==> src/rtl/tnrp_pkg.sv <==
// Shared types, byte codes and reply tables for the telnet 5250 receive parser.
package tnrp_pkg;

  // Telnet command bytes.
  localparam logic [7:0] B_IAC  = 8'hFF;
  localparam logic [7:0] B_DONT = 8'hFE;
  localparam logic [7:0] B_DO   = 8'hFD;
  localparam logic [7:0] B_WONT = 8'hFC;
  localparam logic [7:0] B_WILL = 8'hFB;
  localparam logic [7:0] B_SB   = 8'hFA;
  localparam logic [7:0] B_GA   = 8'hF9;
  localparam logic [7:0] B_SE   = 8'hF0;
  localparam logic [7:0] B_EOR  = 8'hEF;

  // Telnet option codes.
  localparam logic [7:0] OPT_BINARY = 8'd0;
  localparam logic [7:0] OPT_SGA    = 8'd3;
  localparam logic [7:0] OPT_TTYPE  = 8'd24;
  localparam logic [7:0] OPT_EOR    = 8'd25;
  localparam logic [7:0] OPT_ENV    = 8'd39;

  // Subnegotiation and GDS header constants.
  localparam logic [7:0] SUB_SEND     = 8'h01;
  localparam logic [7:0] GDS_FLAGS_A0 = 8'hA0;

  // Option flag bit positions.
  localparam int FLAG_DOBIN = 0;
  localparam int FLAG_DOEOR = 1;
  localparam int FLAG_DOTT  = 2;
  localparam int FLAG_TTIS  = 3;
  localparam int FLAG_ENV   = 4;

  // Configuration register indexes.
  localparam logic [1:0] REG_LARGE_SCREEN = 2'd0;
  localparam logic [1:0] REG_DEVICE_NAME  = 2'd1;
  localparam logic [1:0] REG_RECORD_TYPE  = 2'd2;

  // Command queue geometry.
  localparam int QDEPTH = 4;
  localparam int QPTR_W = $clog2(QDEPTH);

  // Fixed reply lengths and positions.
  localparam logic [4:0] TT_NAME_SMALL = 5'd11;
  localparam logic [4:0] TT_NAME_LARGE = 5'd13;
  localparam logic [4:0] ENV_PREFIX_LEN = 5'd13;
  localparam logic [4:0] ENV_NAME_POS   = 5'd13;
  localparam logic [4:0] ENV_IAC_POS    = 5'd14;

  // Receive parser states.
  typedef enum logic [2:0] {
    PS_NORMAL,
    PS_IAC,
    PS_WILL,
    PS_WONT,
    PS_DO,
    PS_DONT,
    PS_SB,
    PS_SBIAC
  } ps_t;

  // Result word kinds.
  typedef enum logic [1:0] {
    KIND_DATA = 2'd0,
    KIND_MARK = 2'd1,
    KIND_TX   = 2'd2
  } kind_t;

  // Commands handed from the parser to the output sequencer.
  typedef enum logic [2:0] {
    OP_DATA,
    OP_MARK,
    OP_TX3,
    OP_TTYPE,
    OP_ENV
  } op_t;

  typedef struct packed {
    op_t        op;
    logic [7:0] code;
    logic [7:0] data;
    logic       rend;
    logic       conn;
  } cmd_t;

  // Terminal type name; the short name is the first eleven bytes.
  function automatic logic [7:0] tname_byte(input logic [3:0] i);
    logic [7:0] b;
    case (i)
      4'd0:    b = 8'h49;
      4'd1:    b = 8'h42;
      4'd2:    b = 8'h4D;
      4'd3:    b = 8'h2D;
      4'd4:    b = 8'h33;
      4'd5:    b = 8'h34;
      4'd6:    b = 8'h37;
      4'd7:    b = 8'h37;
      4'd8:    b = 8'h2D;
      4'd9:    b = 8'h46;
      4'd10:   b = 8'h43;
      4'd11:   b = 8'h2D;
      4'd12:   b = 8'h32;
      default: b = 8'h00;
    endcase
    return b;
  endfunction

  // Start of the environment IS reply, up to the VALUE code.
  function automatic logic [7:0] env_prefix_byte(input logic [3:0] i);
    logic [7:0] b;
    case (i)
      4'd0:    b = B_IAC;
      4'd1:    b = B_SB;
      4'd2:    b = OPT_ENV;
      4'd3:    b = 8'h00;
      4'd4:    b = 8'h03;
      4'd5:    b = 8'h44;
      4'd6:    b = 8'h45;
      4'd7:    b = 8'h56;
      4'd8:    b = 8'h4E;
      4'd9:    b = 8'h41;
      4'd10:   b = 8'h4D;
      4'd11:   b = 8'h45;
      4'd12:   b = 8'h01;
      default: b = 8'h00;
    endcase
    return b;
  endfunction

endpackage

==> src/rtl/tnrp_front.sv <==
// Telnet command parser: tracks protocol state and turns each byte into at most one command.
module tnrp_front
  import tnrp_pkg::*;
#(
  parameter int HEADER_LENGTH = 6
) (
  input  logic       clk,
  input  logic       rst,
  input  logic       accept,
  input  logic [7:0] rx_byte,
  input  logic [7:0] record_type,
  output logic       cmd_push,
  output cmd_t       cmd
);

  localparam logic [15:0] HDR_LEN = 16'(HEADER_LENGTH);

  ps_t         pstate, pstate_next;
  logic [15:0] cnt, cnt_next;
  logic [7:0]  hdr [4];
  logic [7:0]  hdr_next [4];
  logic        blocked, blocked_next;
  logic [7:0]  sub [2];
  logic [7:0]  sub_next [2];
  logic [1:0]  sub_cnt, sub_cnt_next;
  logic [4:0]  flags, flags_next;
  logic        data_mode, data_mode_next;

  // Data byte framing results.
  logic [7:0]  hdr_eff [4];
  logic [15:0] cnt_inc;
  logic [15:0] hlen;
  logic        chk, hdr_ok, db_rend, db_block;

  // Record length framing for the incoming byte if it turns out to be data.
  always_comb begin
    hdr_eff = hdr;
    if (cnt < 16'd4) begin
      hdr_eff[cnt[1:0]] = rx_byte;
    end
    cnt_inc  = (cnt == 16'hFFFF) ? cnt : cnt + 16'd1;
    hlen     = {hdr_eff[0], hdr_eff[1]};
    chk      = !blocked && (cnt_inc >= HDR_LEN);
    hdr_ok   = (hdr_eff[2] == record_type) &&
               ((hdr_eff[3] == 8'h00) || (hdr_eff[3] == GDS_FLAGS_A0)) &&
               (hlen >= HDR_LEN);
    db_rend  = chk && hdr_ok && (cnt_inc == hlen);
    db_block = blocked || (chk && !hdr_ok);
  end

  // Parser next state and command selection.
  always_comb begin
    logic data_take;
    logic mark_take;
    logic opt_take;
    logic is_do;
    logic is_dont;
    logic is_will;
    data_take    = 1'b0;
    mark_take    = 1'b0;
    opt_take     = 1'b0;
    is_do        = (pstate == PS_DO);
    is_dont      = (pstate == PS_DONT);
    is_will      = (pstate == PS_WILL);
    pstate_next  = pstate;
    cnt_next     = cnt;
    hdr_next     = hdr;
    blocked_next = blocked;
    sub_next     = sub;
    sub_cnt_next = sub_cnt;
    flags_next   = flags;
    cmd_push     = 1'b0;
    cmd.op       = OP_DATA;
    cmd.code     = 8'h00;
    cmd.data     = rx_byte;
    cmd.rend     = 1'b0;

    case (pstate)
      PS_NORMAL: begin
        if (rx_byte == B_IAC) begin
          pstate_next = PS_IAC;
        end else begin
          data_take = 1'b1;
        end
      end
      PS_IAC: begin
        pstate_next = PS_NORMAL;
        if (rx_byte == B_IAC) begin
          data_take = 1'b1;
        end else if ((rx_byte == B_EOR) || (rx_byte == B_GA)) begin
          mark_take = 1'b1;
        end else if (rx_byte == B_WILL) begin
          pstate_next = PS_WILL;
        end else if (rx_byte == B_WONT) begin
          pstate_next = PS_WONT;
        end else if (rx_byte == B_DO) begin
          pstate_next = PS_DO;
        end else if (rx_byte == B_DONT) begin
          pstate_next = PS_DONT;
        end else if (rx_byte == B_SB) begin
          sub_cnt_next = 2'd0;
          sub_next[0]  = 8'h00;
          sub_next[1]  = 8'h00;
          pstate_next  = PS_SB;
        end
      end
      PS_WILL, PS_WONT, PS_DO, PS_DONT: begin
        opt_take    = 1'b1;
        pstate_next = PS_NORMAL;
      end
      PS_SB: begin
        if (rx_byte == B_IAC) begin
          pstate_next = PS_SBIAC;
        end else if (sub_cnt < 2'd2) begin
          sub_next[sub_cnt[0]] = rx_byte;
          sub_cnt_next         = sub_cnt + 2'd1;
        end
      end
      PS_SBIAC: begin
        if (rx_byte == B_SE) begin
          // Only SEND requests for terminal type or environment get a reply.
          if (sub_cnt == 2'd2 && sub[1] == SUB_SEND) begin
            if (sub[0] == OPT_TTYPE) begin
              flags_next[FLAG_DOTT] = 1'b1;
              flags_next[FLAG_TTIS] = 1'b1;
              cmd_push = 1'b1;
              cmd.op   = OP_TTYPE;
            end else if (sub[0] == OPT_ENV) begin
              cmd_push = 1'b1;
              cmd.op   = OP_ENV;
            end
          end
          sub_cnt_next = 2'd0;
          sub_next[0]  = 8'h00;
          sub_next[1]  = 8'h00;
          pstate_next  = PS_NORMAL;
        end else begin
          if (rx_byte == B_IAC && sub_cnt < 2'd2) begin
            sub_next[sub_cnt[0]] = rx_byte;
            sub_cnt_next         = sub_cnt + 2'd1;
          end
          pstate_next = PS_SB;
        end
      end
      default: begin
        pstate_next = PS_NORMAL;
      end
    endcase

    // A data byte goes out and may close a length-framed record.
    if (data_take) begin
      cmd_push = 1'b1;
      cmd.op   = OP_DATA;
      cmd.rend = db_rend;
      if (db_rend) begin
        cnt_next     = 16'd0;
        hdr_next     = '{default: 8'h00};
        blocked_next = 1'b0;
      end else begin
        cnt_next     = cnt_inc;
        hdr_next     = hdr_eff;
        blocked_next = db_block;
      end
    end

    // An end-of-record or go-ahead command marks the end only of a non-empty record.
    if (mark_take) begin
      if (cnt != 16'd0) begin
        cmd_push = 1'b1;
        cmd.op   = OP_MARK;
        cmd.data = 8'h00;
      end
      cnt_next     = 16'd0;
      hdr_next     = '{default: 8'h00};
      blocked_next = 1'b0;
    end

    // Option negotiation replies.
    if (opt_take) begin
      case (rx_byte)
        OPT_BINARY: begin
          if (is_do) begin
            flags_next[FLAG_DOBIN] = 1'b1;
          end else if (is_dont) begin
            flags_next[FLAG_DOBIN] = 1'b0;
          end
        end
        OPT_EOR: begin
          if (is_do) begin
            flags_next[FLAG_DOEOR] = 1'b1;
          end else if (is_dont) begin
            flags_next[FLAG_DOEOR] = 1'b0;
          end
        end
        OPT_TTYPE: begin
          if (is_do) begin
            flags_next[FLAG_DOTT] = 1'b1;
          end
        end
        OPT_SGA: begin
          flags_next = flags;
        end
        OPT_ENV: begin
          if (is_do && !flags[FLAG_ENV]) begin
            flags_next[FLAG_ENV] = 1'b1;
            cmd_push = 1'b1;
            cmd.op   = OP_TX3;
            cmd.code = B_WILL;
          end
        end
        default: begin
          if (is_do) begin
            cmd_push = 1'b1;
            cmd.op   = OP_TX3;
            cmd.code = B_WONT;
          end else if (is_will) begin
            cmd_push = 1'b1;
            cmd.op   = OP_TX3;
            cmd.code = B_DONT;
          end
        end
      endcase
    end

    // Data mode is entered once the needed options are agreed or a terminal type reply is queued, and stays set.
    data_mode_next = data_mode || flags_next[FLAG_TTIS] ||
                     (flags_next[FLAG_DOBIN] && flags_next[FLAG_DOEOR] &&
                      flags_next[FLAG_DOTT]);
    cmd.conn = data_mode_next;
    cmd_push = cmd_push && accept;
  end

  // Parser state registers.
  always_ff @(posedge clk) begin
    if (rst) begin
      pstate    <= PS_NORMAL;
      cnt       <= 16'd0;
      hdr       <= '{default: 8'h00};
      blocked   <= 1'b0;
      sub       <= '{default: 8'h00};
      sub_cnt   <= 2'd0;
      flags     <= 5'd0;
      data_mode <= 1'b0;
    end else if (accept) begin
      pstate    <= pstate_next;
      cnt       <= cnt_next;
      hdr       <= hdr_next;
      blocked   <= blocked_next;
      sub       <= sub_next;
      sub_cnt   <= sub_cnt_next;
      flags     <= flags_next;
      data_mode <= data_mode_next;
    end
  end

endmodule

==> src/rtl/tnrp_queue.sv <==
// Short command queue between the parser and the output sequencer.
module tnrp_queue
  import tnrp_pkg::*;
(
  input  logic clk,
  input  logic rst,
  input  logic wr,
  input  cmd_t wr_cmd,
  output logic full,
  input  logic rd,
  output logic rd_valid,
  output cmd_t rd_cmd
);

  cmd_t              mem [QDEPTH];
  logic [QPTR_W-1:0] wptr;
  logic [QPTR_W-1:0] rptr;
  logic [QPTR_W:0]   count;
  logic              wr_en;
  logic              rd_en;

  assign full     = (count == (QPTR_W + 1)'(QDEPTH));
  assign rd_valid = (count != '0);
  assign wr_en    = wr && !full;
  assign rd_en    = rd && rd_valid;
  assign rd_cmd   = mem[rptr];

  // Entry storage.
  always_ff @(posedge clk) begin
    if (wr_en) begin
      mem[wptr] <= wr_cmd;
    end
  end

  // Pointers and fill count.
  always_ff @(posedge clk) begin
    if (rst) begin
      wptr  <= '0;
      rptr  <= '0;
      count <= '0;
    end else begin
      if (wr_en) begin
        wptr <= wptr + 1'b1;
      end
      if (rd_en) begin
        rptr <= rptr + 1'b1;
      end
      if (wr_en && !rd_en) begin
        count <= count + 1'b1;
      end else if (rd_en && !wr_en) begin
        count <= count - 1'b1;
      end
    end
  end

endmodule

==> src/rtl/tnrp_back.sv <==
// Output sequencer: expands queued commands, one word per cycle unless stalled.
module tnrp_back
  import tnrp_pkg::*;
(
  input  logic        clk,
  input  logic        rst,
  input  logic        head_valid,
  input  cmd_t        head,
  output logic        head_pop,
  input  logic        large_screen,
  input  logic [63:0] device_name,
  input  logic        out_pop,
  output logic        out_valid,
  output kind_t       out_kind,
  output logic [7:0]  out_value,
  output logic        out_rend,
  output logic        out_last,
  output logic        out_conn
);

  logic [4:0] idx;
  logic [2:0] ci;
  logic       esc_done;
  logic       advance;
  logic [4:0] tt_len;
  logic [4:0] idx_m4;
  logic [7:0] ch;
  kind_t      word_kind;
  logic [7:0] word_value;
  logic       word_rend;
  logic       word_last;
  logic       esc;

  assign advance  = head_valid && (!out_valid || out_pop);
  assign head_pop = advance && word_last;
  assign tt_len   = large_screen ? TT_NAME_LARGE : TT_NAME_SMALL;
  assign idx_m4   = idx - 5'd4;
  assign ch       = device_name[{~ci, 3'b000} +: 8];

  // Word at the current position of the head command.
  always_comb begin
    word_kind  = KIND_TX;
    word_value = 8'h00;
    word_rend  = 1'b0;
    word_last  = 1'b0;
    esc        = 1'b0;
    case (head.op)
      OP_DATA: begin
        word_kind  = KIND_DATA;
        word_value = head.data;
        word_rend  = head.rend;
        word_last  = 1'b1;
      end
      OP_MARK: begin
        word_kind = KIND_MARK;
        word_last = 1'b1;
      end
      OP_TX3: begin
        case (idx[1:0])
          2'd0:    word_value = B_IAC;
          2'd1:    word_value = head.code;
          default: word_value = head.data;
        endcase
        word_last = (idx == 5'd2);
      end
      OP_TTYPE: begin
        if (idx < 5'd4) begin
          case (idx[1:0])
            2'd0:    word_value = B_IAC;
            2'd1:    word_value = B_SB;
            2'd2:    word_value = OPT_TTYPE;
            default: word_value = 8'h00;
          endcase
        end else if (idx < tt_len + 5'd4) begin
          word_value = tname_byte(idx_m4[3:0]);
        end else if (idx == tt_len + 5'd4) begin
          word_value = B_IAC;
        end else begin
          word_value = B_SE;
          word_last  = 1'b1;
        end
      end
      OP_ENV: begin
        if (idx < ENV_PREFIX_LEN) begin
          word_value = env_prefix_byte(idx[3:0]);
        end else if (idx == ENV_NAME_POS) begin
          // A name byte of 0xFF goes out doubled.
          word_value = ch;
          esc        = (ch == B_IAC) && !esc_done;
        end else if (idx == ENV_IAC_POS) begin
          word_value = B_IAC;
        end else begin
          word_value = B_SE;
          word_last  = 1'b1;
        end
      end
      default: begin
        word_last = 1'b1;
      end
    endcase
  end

  // Position counters and output word valid.
  always_ff @(posedge clk) begin
    if (rst) begin
      idx       <= 5'd0;
      ci        <= 3'd0;
      esc_done  <= 1'b0;
      out_valid <= 1'b0;
    end else begin
      if (advance) begin
        out_valid <= 1'b1;
      end else if (out_pop) begin
        out_valid <= 1'b0;
      end
      if (advance) begin
        if (word_last) begin
          idx      <= 5'd0;
          ci       <= 3'd0;
          esc_done <= 1'b0;
        end else if (head.op == OP_ENV && idx == ENV_NAME_POS) begin
          if (esc) begin
            esc_done <= 1'b1;
          end else begin
            esc_done <= 1'b0;
            if (ci == 3'd7) begin
              idx <= ENV_IAC_POS;
            end else begin
              ci <= ci + 3'd1;
            end
          end
        end else begin
          idx <= idx + 5'd1;
        end
      end
    end
  end

  // Output word register.
  always_ff @(posedge clk) begin
    if (advance) begin
      out_kind  <= word_kind;
      out_value <= word_value;
      out_rend  <= word_rend;
      out_last  <= word_last;
      out_conn  <= head.conn;
    end
  end

endmodule

==> src/rtl/telnet_5250_receive_parser_top.sv <==
// Top level of the telnet 5250 receive parser: ports, configuration registers and checks.
// A received byte is taken on any cycle where full is low, so an unbroken stream of data
// bytes passes at one byte per cycle while results are popped, through the command queue
// and the output word register. The parser classifies each byte into at most one command
// and writes it into a four-entry command queue; the output sequencer reads that queue and
// sends one word per cycle while the result port is popped. A data byte gives one word and
// a reply one word per reply byte: three for an option reply, 17 or 19 for the terminal
// type reply, and 23 to 31 for the environment reply, depending on how many device name
// bytes are 0xFF. Full rises only once such replies have filled the queue or the result
// port is not being popped. The last word caused by a byte carries last, and connected
// shows data mode as it stood after that byte. Configuration writes are taken on any cycle
// and must be made while no results are pending. No clearing pass is needed after reset.
module telnet_5250_receive_parser_top
  import tnrp_pkg::*;
#(
  parameter int HEADER_LENGTH = 6
) (
  input  logic        clk,
  input  logic        rst,
  input  logic        push,
  output logic        full,
  input  logic [7:0]  rx_byte,
  output logic        empty,
  input  logic        pop,
  output logic [1:0]  kind,
  output logic [7:0]  value,
  output logic        record_end,
  output logic        last,
  output logic        connected,
  input  logic        cfg_valid,
  output logic        cfg_ready,
  input  logic [1:0]  cfg_index,
  input  logic [63:0] cfg_data
);

  logic        large_screen;
  logic [63:0] device_name;
  logic [7:0]  record_type;
  logic        accept;
  logic        cmd_push;
  cmd_t        cmd;
  logic        head_valid;
  cmd_t        head;
  logic        head_pop;
  logic        out_valid;
  kind_t       out_kind;

  assign cfg_ready = 1'b1;
  assign accept    = push && !full;
  assign empty     = !out_valid;
  assign kind      = out_kind;

  // Configuration registers.
  always_ff @(posedge clk) begin
    if (rst) begin
      large_screen <= 1'b0;
      device_name  <= 64'd6355577325046583345;
      record_type  <= 8'd18;
    end else if (cfg_valid && cfg_ready) begin
      case (cfg_index)
        REG_LARGE_SCREEN: large_screen <= cfg_data[0];
        REG_DEVICE_NAME:  device_name  <= cfg_data;
        REG_RECORD_TYPE:  record_type  <= cfg_data[7:0];
        default:          record_type  <= record_type;
      endcase
    end
  end

  tnrp_front #(
    .HEADER_LENGTH(HEADER_LENGTH)
  ) u_front (
    .clk         (clk),
    .rst         (rst),
    .accept      (accept),
    .rx_byte     (rx_byte),
    .record_type (record_type),
    .cmd_push    (cmd_push),
    .cmd         (cmd)
  );

  tnrp_queue u_queue (
    .clk      (clk),
    .rst      (rst),
    .wr       (cmd_push),
    .wr_cmd   (cmd),
    .full     (full),
    .rd       (head_pop),
    .rd_valid (head_valid),
    .rd_cmd   (head)
  );

  tnrp_back u_back (
    .clk          (clk),
    .rst          (rst),
    .head_valid   (head_valid),
    .head         (head),
    .head_pop     (head_pop),
    .large_screen (large_screen),
    .device_name  (device_name),
    .out_pop      (pop),
    .out_valid    (out_valid),
    .out_kind     (out_kind),
    .out_value    (value),
    .out_rend     (record_end),
    .out_last     (last),
    .out_conn     (connected)
  );

  // An end marker carries no byte and never closes a length-framed record.
  a_mark_clean: assert property (@(posedge clk) disable iff (rst)
    (!empty && out_kind == KIND_MARK) |-> (value == 8'h00 && !record_end && last))
    else $error("end marker word carries data");

  // Only a data byte closes a length-framed record, and it is the only word of its byte.
  a_rend_data: assert property (@(posedge clk) disable iff (rst)
    (!empty && record_end) |-> (out_kind == KIND_DATA && last))
    else $error("record end flag on a word that is not a lone data byte");

  // Data mode, once shown as entered, stays entered on later words.
  a_conn_sticky: assert property (@(posedge clk) disable iff (rst)
    (!empty && $past(!empty) && $past(!rst) && $past(connected)) |-> connected)
    else $error("connected dropped after data mode was entered");

  // A byte offered while the queue is full is held off.
  a_full_hold: assert property (@(posedge clk) disable iff (rst)
    (push && full) |-> !cmd_push)
    else $error("command written while the queue is full");

endmodule

==> config.mk <==
export PLATFORM = sky130hd
export DESIGN_NAME = telnet_5250_receive_parser_top
export DESIGN_NICKNAME = d
export VERILOG_FILES = /design/src/rtl/tnrp_pkg.sv /design/src/rtl/tnrp_front.sv /design/src/rtl/tnrp_queue.sv /design/src/rtl/tnrp_back.sv /design/src/rtl/telnet_5250_receive_parser_top.sv
export SDC_FILE = /design/constraint.sdc
export NUM_CORES = 1
export LEC_CHECK = 0
export ABC_AREA = 1
export BUFFER_PORTS_ARGS = -buffer_cell sky130_fd_sc_hd__buf_2
export CAP_MARGIN = 5
export CELL_PAD_IN_SITES_DETAIL_PLACEMENT = 2
export CELL_PAD_IN_SITES_GLOBAL_PLACEMENT = 2
export CORE_ASPECT_RATIO = 1.4
export CORE_MARGIN = 4
export CORE_UTILIZATION = 35
export DETAILED_ROUTE_END_ITERATION = 16
export HOLD_SLACK_MARGIN = 0.1
export PLACE_DENSITY = 0.89
export SYNTH_ARGS = -nofsm -noshare
export SYNTH_HDL_FRONTEND = slang
export SYNTH_SLANG_ARGS = --single-unit
==> constraint.sdc <==
create_clock -name clk -period 3.4 [get_ports clk]
set_input_delay 0.68 -clock clk [delete_from_list [all_inputs] [get_ports clk]]
set_output_delay 0.68 -clock clk [all_outputs]
set_load 0.05 [all_outputs]
==> summary.txt, run 1 <==
Worst setup path
  – Arrival @ worst endpoint: ~3.6 ns
  – Startpoint types: register
  – Critical Path Fanout Max: 24
  – Endpoint class of the critical path: register
  – Crit Path Category: register to register
  – CP Data Required Time: 3.81 ns

Synth
  – EDFF count, synth: 81
  – Largest cells by area after synthesis: dfxtp_1 25%, edfxtp_1 17%, nand2_1 14%
  – Post-Syn Nets: roughly 2100
  – Mapped Cells: just under 2000
  – Post-synth ARST share: 0%
  – Mapped cell area: 0.01410 sq mm
  – Share of the synthesized area in the top cell type: 25.00%
  – Cell taking the most area after synthesis: dfxtp_1
  – YS warnings: 0
  – Sequential fraction of the synthesis area: 42.25%
  – Syn_area_per_cell: between 7 and 8 sq um
  – Synthesized flop and latch total: about 260
  – Netlist cell types: 60
  – Synth Flop Type: dfxtp_1

Power and ir drop
  – Leakage power: roughly 7 nW
  – Total power: 11.99 mW
  – Pwr dens: ~730 mW/mm^2
  – Worst VDD drop: about 0.00037 V

Cells and area
  – Multi-input gate area: about 0.007 sq mm
  – Sequential cell area: 0.005958 sq mm
  – Commonest cells after routing, fill and taps aside: 523 x nand2_1, 250 x nor2_1, 174 x dfxtp_1, 164 x o21ai_0, 156 x inv_1
  – P&R area growth vs syn: 17.05%
  – Layout cells sized above 1: 13.60%
  – Commonest non-fill, non-tap cell in the layout: nand2_1
  – NumNets Final: 2186
  – Fillers: 4662

Detailed routing
  – ANT nets after route: 0
  – Vias: between 10000 and 15000
  – Initial DRT Pass Iterations: 5
  – WL/cell: approximately 23 um
  – Vias per cell: between 5 and 6
  – WL final: 59.63 mm
  – DRC: 0
  – Number of DRC markers in iteration 0: 790

Floorplan
  – Die span in x: 177.6 um
  – Top-Level Pins: 95
  – Die area: 0.04360 sq mm
  – Core Box Area: 0.03960 sq mm
  – # rows: 86
  – Die Y: approximately 250 um
  – Initial Utilization: 35.60%

Clocking
  – Reg clk slew, reported paths: about 0.07 ns
  – CTS tree: done
  – Clock Tree Buf Depth: 3
  – Clock sinks: about 260
  – Hold buffer count at cts: 0
  – Number of setup buffers added after CTS: 0
  – Later-pin clock latency in the skew report: slightly below 0.6 ns
  – CTS root buffer: clkbuf_16
  – CTS buffer count: 29
  – H-tree depth: 1

Timing
  – Clock Skews: 0.02665 ns
  – Tcrit/Tclk final: between 90% and 100%
  – Post-layout minimum cycle time: 3.218 ns
  – RSZ-0062 raised after global routing: false
  – Tightest Pin Transition: 0.9070 ns
  – Setup violators final: 0
  – Slew Limit Fails: 0
  – Max frequency: 0.3108 GHz
  – Setup TNS Final: 0 ns
  – Final hold violations: 0
  – Rel. slew slack: 39.53%

Global routing
  – Antenna violations before repair: 2
  – Aggregate global-route resource usage: a little over a quarter
  – Largest net degree at the start of global routing: 70
  – Global route overflow: 0
  – Number of global-route vias before repair: 16520
  – Global-route wire length before repair: 92.51 mm

Place
  – RD Place Congestion: 0.8868
  – # port buffers: 93
  – DP HPWL: between 40 and 50 mm

Status
  – Status: finished clean

Flow run
  – Max Cap Violations: 0

Min path
  – Min-Delay Path Class: input port to register
==> report_power, final <==
part | internal, mW | switching [mW]
clock network | 2.18 | 1.43
registers | 3.63 | 0.251
logic | 1.32 | 3.18
==> critical path, cell delays in order, from the launching register on <==
cell,delay (ns)
dfxtp_1,0.37
nor2_1,0.14
nand2_1,0.11
nor2_4,0.16
nand2_4,0.17
nor2_2,0.58
nand2_1,0.17
o21ai_0,0.26
nand2_1,0.13
nor2_1,0.13
nand2_1,0.09
nor2_2,0.13
nand3_4,0.08
buf_4,0.24
o21bai_1,0.18
a21oi_1,0.10
==> repair_timing <==
item / 4_1_cts / 5_1_grt
endpoints found under the setup margin: 1 / 51
gates cloned: 0 / 0
gates resized for setup: 2 / 16
==> per-layer routing <==
metal  track usage, %  vias up  part of all wire [%]
met2            51.26      311                    53
met5                0        -                 0.022
met3            3.276      148                   3.5
met1            28.59     7273                    38
li1                 -     6691                     -
met4            12.52        2                   4.8
==> state kept, by name (all words and copies together), names as in the netlist, 2 cells and up, named ones only <==
name and cells:
u_front.cnt 16, u_back.out_kind 2, u_front.flags 5, record_type 8, u_queue.count 3, u_queue.wptr 2, u_back.out_value 8, u_front.pstate 3
u_back.idx 5, u_front.hdr 32, u_back.ci 3, u_front.sub_cnt 2, u_queue.mem 68, u_front.sub 16, device_name 64, u_queue.rptr 2
==> worst paths after layout <==
kind / startpoint / slack [ns] / cells past startpoint / to
max: u_front.cnt[15]$_SDFFE_PP0P_ / 0.18 / 15 / u_front.hdr[12]$_SDFFE_PP0P_
min: cfg_data[40] / 0.33 / 3 / device_name[40]$_SDFFE_PP1P_
min reg2reg: u_front.sub[3]$_SDFFE_PP0P_ / 0.46 / 2 / u_front.sub[3]$_SDFFE_PP0P_
max reg2reg: u_front.cnt[15]$_SDFFE_PP0P_ / 0.18 / 15 / u_front.hdr[12]$_SDFFE_PP0P_
==> final cells by class <==
| cell class | count | share of cell area, % |
|---|---|---|
| multi-input combinational | 1434 | 42.87 |
| sequential | 257 | 36.11 |
| timing repair buffer | 164 | 6.279 |
| clock buffer | 32 | 4.467 |
| inverter | 187 | 4.254 |
| tap | 528 | 4.004 |
| clock inverter | 21 | 2.002 |
| antenna | 1 | 0.01517 |
==> synth_stat cells, drive strengths merged, types with 2 or more instances <==
cell	n
a32oi	2
o21ai	175
nand4	19
a31oi	5
xor2	10
buf	42
nor3	22
xnor2	2
o221ai	3
clkinv	6
or2	4
nand3b	9
nand3	132
o22ai	14
edfxtp	81
a32o	7
a21oi	116
dfxtp	176
inv	181
nor2	264
o211ai	14
o21bai	42
nor4	4
o21a	3
a211oi	7
ha	33
nand2	528
o2111ai	7
clkbuf	49
==> per-stage QoR <==
step	cell area, sq um	util, %	hold slack, ns	setup WS [ns]	cells
6_report	16500	41.67	0.3323	0.1823	2624
5_1_grt	16500	41.66	0.3268	0.008612	2623
4_1_cts	16460	41.57	0.3078	0.005044	2623
3_5_place_dp	15380	38.84	0.4491	-0.1944	2570
3_3_place_gp	15380	38.84	0.4340	0.08467	2570
2_1_floorplan	14100	-	0.4236	0.3277	1969
==> cells by family (layout without fill, tap and decap cells) <==
logic type / count (synthesis) / count (layout) / share of synthesized area [%]
simple gates: 984 / 984 / 29.19
compound gates: 402 / 402 / 16.54
buf+inv: 278 / 404 / 8.104
flops: 257 / 257 / 42.25
fa+ha+maj: 34 / 34 / 3.071
xor+xnor: 12 / 12 / 0.7456
other cells: 1 / 2 / 0.02660
mux: 1 / 1 / 0.07101
Power figures use the tool's default switching activity.
==> inputs of run 2 (changes only) <==
==> constraint.sdc (replaced) <==
create_clock -name clk -period 3.6 [get_ports clk]
set_input_delay 0.72 -clock clk [delete_from_list [all_inputs] [get_ports clk]]
set_output_delay 0.72 -clock clk [all_outputs]
set_load 0.05 [all_outputs]
==> run 2 against run 1 <==
Clock power decreased by 14%. Die area unchanged. Non-clock buffer count shrank 14. Critical path depth down 1. Largest cell class unchanged. Core utilization down 0.59 points. Wire length grew 0.51%. Sequential cell count stayed put. Hold slack improved by 0.037 ns. Critical path type unchanged. First-iteration DRC count fell by 1.6%. Setup slack gained 0.011 ns.
==> summary.txt, run 2 (synthesized netlist as in run 1, its figures left out) <==
Cells and area
  – P&R area growth vs syn: 15.40%
  – Multi-input gate area: 0.007042 sq mm (-0.44%)
  – Largest register FFs: 68 (unchanged)
  – Biggest register: u_queue.mem
  – Sequential cell area: 0.005957 sq mm (about the same)
  – Fillers: 4698 (+0.77%)
  – Layout cells sized above 1: 12.46% (-1.1 points)
  – Biggest regs: u_queue.mem x68, device_name x64, u_front.hdr x32
  – Commonest cells after routing, fill and taps aside: 522 x nand2_1, 251 x nor2_1, 175 x dfxtp_1, 164 x o21ai_0, 157 x inv_1
  – Commonest non-fill, non-tap cell in the layout: nand2_1
  – Design Area, Final: 0.01627 sq mm (-1.4%)
  – NumNets Final: 2172 (-0.64%)

Worst setup path
  – Critical path, cell by cell: clkinvlp_4 > buf_4 > o21ai_0 > o22ai_1 > mux2i_1 > nor2_1 > nand3_2 > nand2_2 > nand2_1 > nand3_1 > inv_1 > ha_1 > nand3b_1 > nand3_1
  – R2R Path Start: u_back.ci[0]$_SDFFE_PP0P_
  – Crit path buffers/inverters: 3 (+2)
  – Crit path largest cell delay: 0.39 ns (-0.19 ns)
  – Endpoint class of the critical path: register
  – CP Launch Point: u_back.ci[0]$_SDFFE_PP0P_
  – Critical Path Fanout Max: 11 (-54%)
  – Crit Path Category: register to register
  – Internal reg-to-reg setup slack: 0.19 ns (about the same)
  – Kind of cell adding the most delay to the critical path: simple AND/OR/NAND/NOR gates
  – Slowest library cell on the worst path: mux2i_1
  – CP Data Required Time: 4.04 ns (+0.23 ns)
  – Startpoint types: register
  – Arrival @ worst endpoint: 3.85 ns (+0.23 ns)
  – CP dominant cell by count: nand3_1

Place
  – Post-place setup slack: -0.3220 ns (-0.1277 ns)
  – RD Place Congestion: 0.8711 (-1.8%)
  – # port buffers: 93 (unchanged)
  – DP HPWL: 41.47 mm (-0.34%)
  – Placement Cell Area: 0.01527 sq mm (-0.68%)

Global routing
  – Routing usage on met3: 3.691% (+0.42 points)
  – Aggregate global-route resource usage: 26.76% (+0.038 points)
  – Global-route wire length before repair: 91.96 mm (-0.60%)
  – Antenna violations before repair: 3 (+1)
  – Met1 Resource Use GR: 28.50% (-0.096 points)
  – Largest net degree at the start of global routing: 74 (+5.7%)
  – Number of global-route vias before repair: 16260 (-1.5%)
  – Global route overflow: 0 (unchanged)
  – Top Usage Layer GRT: met2
  – Met2 GRT Util: 50.64% (-0.63 points)

Timing
  – Fin worst setup slack: 0.1932 ns (+0.01090 ns)
  – Setup violators final: 0 (unchanged)
  – Clock Skews: 0.01556 ns (-0.01109 ns)
  – Tcrit/Tclk final: 94.63% (about the same)
  – Tightest Pin Transition: 0.9088 ns (+0.001826 ns)
  – Max frequency: 0.2935 GHz (-5.6%)
  – Rel. slew slack: 39.41% (-0.12 points)
  – Slew Limit Fails: 0 (unchanged)
  – Final hold violations: 0 (unchanged)
  – RSZ-0062 raised after global routing: false
  – Post-layout minimum cycle time: 3.407 ns (+0.1891 ns)

Clocking
  – CTS tree: done
  – Hold buffer count at cts: 0 (unchanged)
  – Reg clk slew, reported paths: 0.07 ns (about the same)
  – H-tree depth: 1 (unchanged)
  – CTS root buffer: clkbuf_16
  – Later-pin clock latency in the skew report: 0.58 ns (about the same)
  – Clock sinks: 257 (unchanged)
  – Clock Tree Buf Depth: 3 (unchanged)
  – CTS buffer count: 29 (unchanged)
  – Number of setup buffers added after CTS: 0 (unchanged)

Detailed routing
  – DRC: 0 (unchanged)
  – WL/cell: 22.96 um (+1.0%)
  – WL final: 59.93 mm (+0.51%)
  – Initial DRT Pass Iterations: 5 (unchanged)
  – ANT nets after route: 0 (unchanged)
  – Vias: 14480 (+0.35%)
  – Number of DRC markers in iteration 0: 777 (-1.6%)
  – Vias per cell: 5.546 (+0.88%)

Power and ir drop
  – Worst VDD drop: 0.0003252 V (-12%)
  – Leakage power: 6.959 nW (-1.7%)
  – Pwr dens: 674.5 mW/mm^2 (-7.2%)

Floorplan
  – # rows: 86 (unchanged)
  – Initial Utilization: 35.60% (unchanged)
  – Die Y: 245.5 um (unchanged)
  – Die area: 0.04360 sq mm (unchanged)
  – Die span in x: 177.6 um (unchanged)
  – Top-Level Pins: 95 (unchanged)
  – Core Box Area: 0.03960 sq mm (unchanged)

Min path
  – Min-Delay Path Class: input port to register
  – Hold Crit Start: cfg_data[59]

Flow run
  – Max Cap Violations: 0 (unchanged)

Status
  – Status: finished clean
[run 2: per-stage QoR]
step	TNS (ns)	hold slack, ns	utilization (%)	instances	power (mW)
after global placement	0	0.4354	38.57	2556	7.383
after global routing	0	0.3620	41.07	2609	11.57
final	0	0.3698	41.08	2610	10.97
after detailed placement	-0.3521	0.4528	38.57	2556	7.731
after CTS	0	0.3514	41.03	2607	11.00
after floorplan	0	0.4236	-	1969	6.257
[run 2: cell type report]
class	instances	share of cell area [%]
multi-input cells	1434	43.29
inverters	187	4.338
clock inverters	13	1.008
repair buffers	150	5.723
flip-flops and latches	257	36.62
clock buffers	38	4.915
diodes	3	0.04615
well taps	528	4.061
[run 2: power breakdown]
part / internal (mW) / switching (mW) / total [mW]
clock: 1.83 / 1.29 / 3.12
combinational: 1.19 / 3.01 / 4.20
sequential: 3.43 / 0.223 / 3.65
total: 6.45 / 4.52 / 11.0
[run 2: what timing repair did]
action | 4_1_cts | 5_1_grt
endpoints found under the hold margin | 0 | 0
gates resized for setup | 3 | 7
setup endpoints to repair | 1 | 7
pin swaps | 0 | 0
[run 2: path summary, 6_finish.rpt]
kind                                   to  depth (start not counted)
max                              register                         14
min reg2reg   u_front.sub[7]$_SDFFE_PP0P_                          2
min          device_name[59]$_SDFFE_PP1P_                          3
max reg2reg                      register                         14
[run 2: worst min-delay path, stage by stage]
cell and delay (ns):
buf_2 0.08, nand2_1 0.04, nand3_1 0.07
[run 2: routing by layer]
metal	vias to the layer above	wire length, um
met5	-	0
met4	0	3104
met3	173	2384
met2	374	31870
met1	7249	22570
li1	6679	-
==> inputs of run 3 (changes only) <==
--- a/config.mk
+++ b/config.mk
@@ -16,6 +16,7 @@
 export DETAILED_ROUTE_END_ITERATION = 16
 export HOLD_SLACK_MARGIN = 0.1
 export PLACE_DENSITY = 0.89
+export RECOVER_POWER = 25
 export SYNTH_ARGS = -nofsm -noshare
 export SYNTH_HDL_FRONTEND = slang
 export SYNTH_SLANG_ARGS = --single-unit
==> run 3 against run 2 <==
The flow now finishes with violations (max-capacitance violations, max-slew violations). First-iteration DRC count rose by 1.4%. Largest cell class unchanged. Global-route usage unchanged. Via count is 0.19% lower. Maximum frequency rose by 0.20%. Largest power group unchanged. Count of clock-buffer cells in the layout did not move. Core utilization down 0.063 points. Total power is essentially flat.
==> summary.txt, run 3 (synthesized netlist as in run 1, its figures left out) <==
Status
  – Status: finished with violations
  – Failing checks: max-capacitance violations, max-slew violations

Power and ir drop
  – Total power: 10.97 mW (about the same)
  – Leakage power: 6.942 nW (-0.25%)
  – Worst VDD drop: 0.0003237 V (-0.45%)
  – Pwr dens: 675.3 mW/mm^2 (+0.11%)

Timing
  – Final hold violations: 0 (unchanged)
  – Tcrit/Tclk final: 94.44% (-0.19 points)
  – Setup violators final: 0 (unchanged)
  – Hold WS: 0.3693 ns (-0.0004980 ns)
  – Post-layout minimum cycle time: 3.400 ns (-0.006928 ns)
  – Clock Skews: 0.01285 ns (-0.002711 ns)
  – Max frequency: 0.2941 GHz (+0.20%)
  – Slew Limit Fails: 67 (+67)
  – RSZ-0062 raised after global routing: false
  – Tightest Pin Transition: 1.725 ns (+0.8163 ns)
  – Rel. slew slack: -15.01% (-54 points)

Global routing
  – Largest net degree at the start of global routing: 74 (unchanged)
  – Aggregate global-route resource usage: 26.76% (unchanged)
  – Number of global-route vias before repair: 16260 (unchanged)
  – Antenna violations before repair: 3 (unchanged)
  – Global-route wire length before repair: 91.96 mm (unchanged)
  – Global route overflow: 0 (unchanged)

Worst setup path
  – Kind of cell adding the most delay to the critical path: simple AND/OR/NAND/NOR gates
  – Terminus of the critical flop-to-flop path: u_front.hdr[8]$_SDFFE_PP0P_
  – Register-to-Register Path Depth: 16 (+2)
  – Crit Path Category: register to register
  – CP dominant cell by count: nand2_1
  – Internal reg-to-reg setup slack: 0.20 ns (about the same)
  – Arrival @ worst endpoint: 3.77 ns (-0.08 ns)
  – CP Data Required Time: 3.97 ns (-0.07 ns)
  – Slowest library cell on the worst path: ha_1
  – Crit path largest cell delay: 0.62 ns (+0.23 ns)
  – R2R Path Start: u_front.cnt[0]$_SDFFE_PP0P_
  – Critical Path Fanout Max: 17 (+6)
  – Critical path, cell by cell: inv_1 > ha_1 > nand2_1 > o21ai_0 > nand3_1 > nand2_1 > nand2_1 > nand2_1 > nand3_1 > nor2_1 > nand2_1 > nor2_2 > nand3_4 > buf_4 > o21bai_1 > a21oi_1
  – Endpoint class of the critical path: register
  – Startpoint types: register
  – Crit path buffers/inverters: 2 (-1)

Detailed routing
  – Number of DRC markers in iteration 0: 788 (+1.4%)
  – Initial DRT Pass Iterations: 5 (unchanged)
  – ANT nets after route: 0 (unchanged)
  – Vias: 14450 (-0.19%)
  – Vias per cell: 5.536 (-0.19%)
  – DRC: 0 (unchanged)
  – WL final: 59.91 mm (about the same)
  – WL/cell: 22.95 um (about the same)

Clocking
  – Clock sinks: 257 (unchanged)
  – H-tree depth: 1 (unchanged)
  – Later-pin clock latency in the skew report: 0.57 ns (about the same)
  – Clock Tree Buf Depth: 3 (unchanged)
  – CTS buffer count: 29 (unchanged)
  – CTS tree: done
  – CTS root buffer: clkbuf_16
  – Number of setup buffers added after CTS: 0 (unchanged)
  – Hold buffer count at cts: 0 (unchanged)
  – Reg clk slew, reported paths: 0.07 ns (about the same)

Floorplan
  – # rows: 86 (unchanged)
  – Core Box Area: 0.03960 sq mm (unchanged)
  – Top-Level Pins: 95 (unchanged)
  – Initial Utilization: 35.60% (unchanged)
  – Die Y: 245.5 um (unchanged)
  – Die span in x: 177.6 um (unchanged)
  – Die area: 0.04360 sq mm (unchanged)

Cells and area
  – Layout cells sized above 1: 12.12% (-0.34 points)
  – NumNets Final: 2172 (unchanged)
  – Commonest cells after routing, fill and taps aside: 522 x nand2_1, 251 x nor2_1, 175 x dfxtp_1, 164 x o21ai_0, 157 x inv_1
  – Largest register FFs: 68 (unchanged)
  – Biggest regs: u_queue.mem x68, device_name x64, u_front.hdr x32
  – P&R area growth vs syn: 15.22%
  – Commonest non-fill, non-tap cell in the layout: nand2_1
  – Biggest register: u_queue.mem

Place
  – # port buffers: 93 (unchanged)
  – DP HPWL: 41.47 mm (unchanged)
  – RD Place Congestion: 0.8711 (unchanged)

Min path
  – Hold Crit Depth: 3 (unchanged)
  – Min-Delay Path Class: input port to register
  – Hold Crit Start: cfg_data[48]
  – Hold Path Sink: device_name[48]$_SDFFE_PP1P_

Flow run
  – Max Cap Violations: 1 (+1)
-- run 3: cell types whose count changed in the layout (fill, tap and decap cells not counted), moves of 2 or more --
cell,change
clkbuf_2,+2
buf_4,-3
clkbuf_1,+5
buf_2,-4
-- run 3: power breakdown --
group	total [mW]	internal (mW)	switching, mW
logic	4.19	1.18	3.01
registers	3.65	3.43	0.224
clock network	3.12	1.83	1.29
total	11.0	6.44	4.53
-- run 3: worst reg2reg max path: stages, from the launching register on --
cell	delay, ns
dfxtp_1	0.36
inv_1	0.13
ha_1	0.62
nand2_1	0.18
o21ai_0	0.16
nand3_1	0.19
nand2_1	0.12
nand2_1	0.07
nand2_1	0.12
nand3_1	0.10
nor2_1	0.14
nand2_1	0.10
nor2_2	0.17
nand3_4	0.08
buf_4	0.23
o21bai_1	0.30
a21oi_1	0.12
-- run 3: how the worst max path moves through the flow --
stage                     slack, ns  depth (start not counted)                         from                             to
after floorplan                0.50                         18                   rx_byte[0]  u_queue.count[2]$_SDFFE_PP0P_
final                          0.20                         16  u_front.cnt[0]$_SDFFE_PP0P_    u_front.hdr[8]$_SDFFE_PP0P_
after detailed placement      -0.32                         20                   rx_byte[1]  u_queue.count[2]$_SDFFE_PP0P_
after CTS                      0.03                         17    large_screen$_SDFFE_PP0P_  u_queue.count[2]$_SDFFE_PP0P_
after global placement         0.22                         20                   rx_byte[1]  u_queue.count[2]$_SDFFE_PP0P_
after global routing           0.02                         17                     register                       register
-- run 3: timing repair --
item | CTS | global route
gates resized for setup | 3 | 7
endpoints found under the setup margin | 1 | 7
pin swaps | 0 | 0
-- run 3: cell type report --
class                      instances  area (sq um)
inverter                         187         705.7
clock inverter                    13         163.9
timing repair buffer             150         917.1
tap                              528         660.6
antenna                            3         7.507
sequential                       257          5957
fill                            4707         23360
multi-input combinational       1434          7030
clock buffer                      38         799.5
-- run 3: metal layers --
metal | vias to the layer above | GRT usage [%] | part of all wire (%)
met5 | - | 0 | 0
met2 | 374 | 50.64 | 53
met1 | 7234 | 28.50 | 38
met4 | 0 | 13.68 | 5.2
li1 | 6672 | - | -
met3 | 168 | 3.691 | 4.1
-- run 3: per-stage QoR --
step	area, sq um	utilization [%]	setup WS [ns]	instances	TNS (ns)
4_1_cts	16250	41.03	0.03012	2607	0
2_1_floorplan	14100	-	0.4993	1969	0
3_5_place_dp	15270	38.57	-0.3220	2556	-0.3521
5_1_grt	16240	41.01	0.02432	2609	0
3_3_place_gp	15270	38.57	0.2208	2556	0
6_report	16240	41.02	0.2001	2610	0
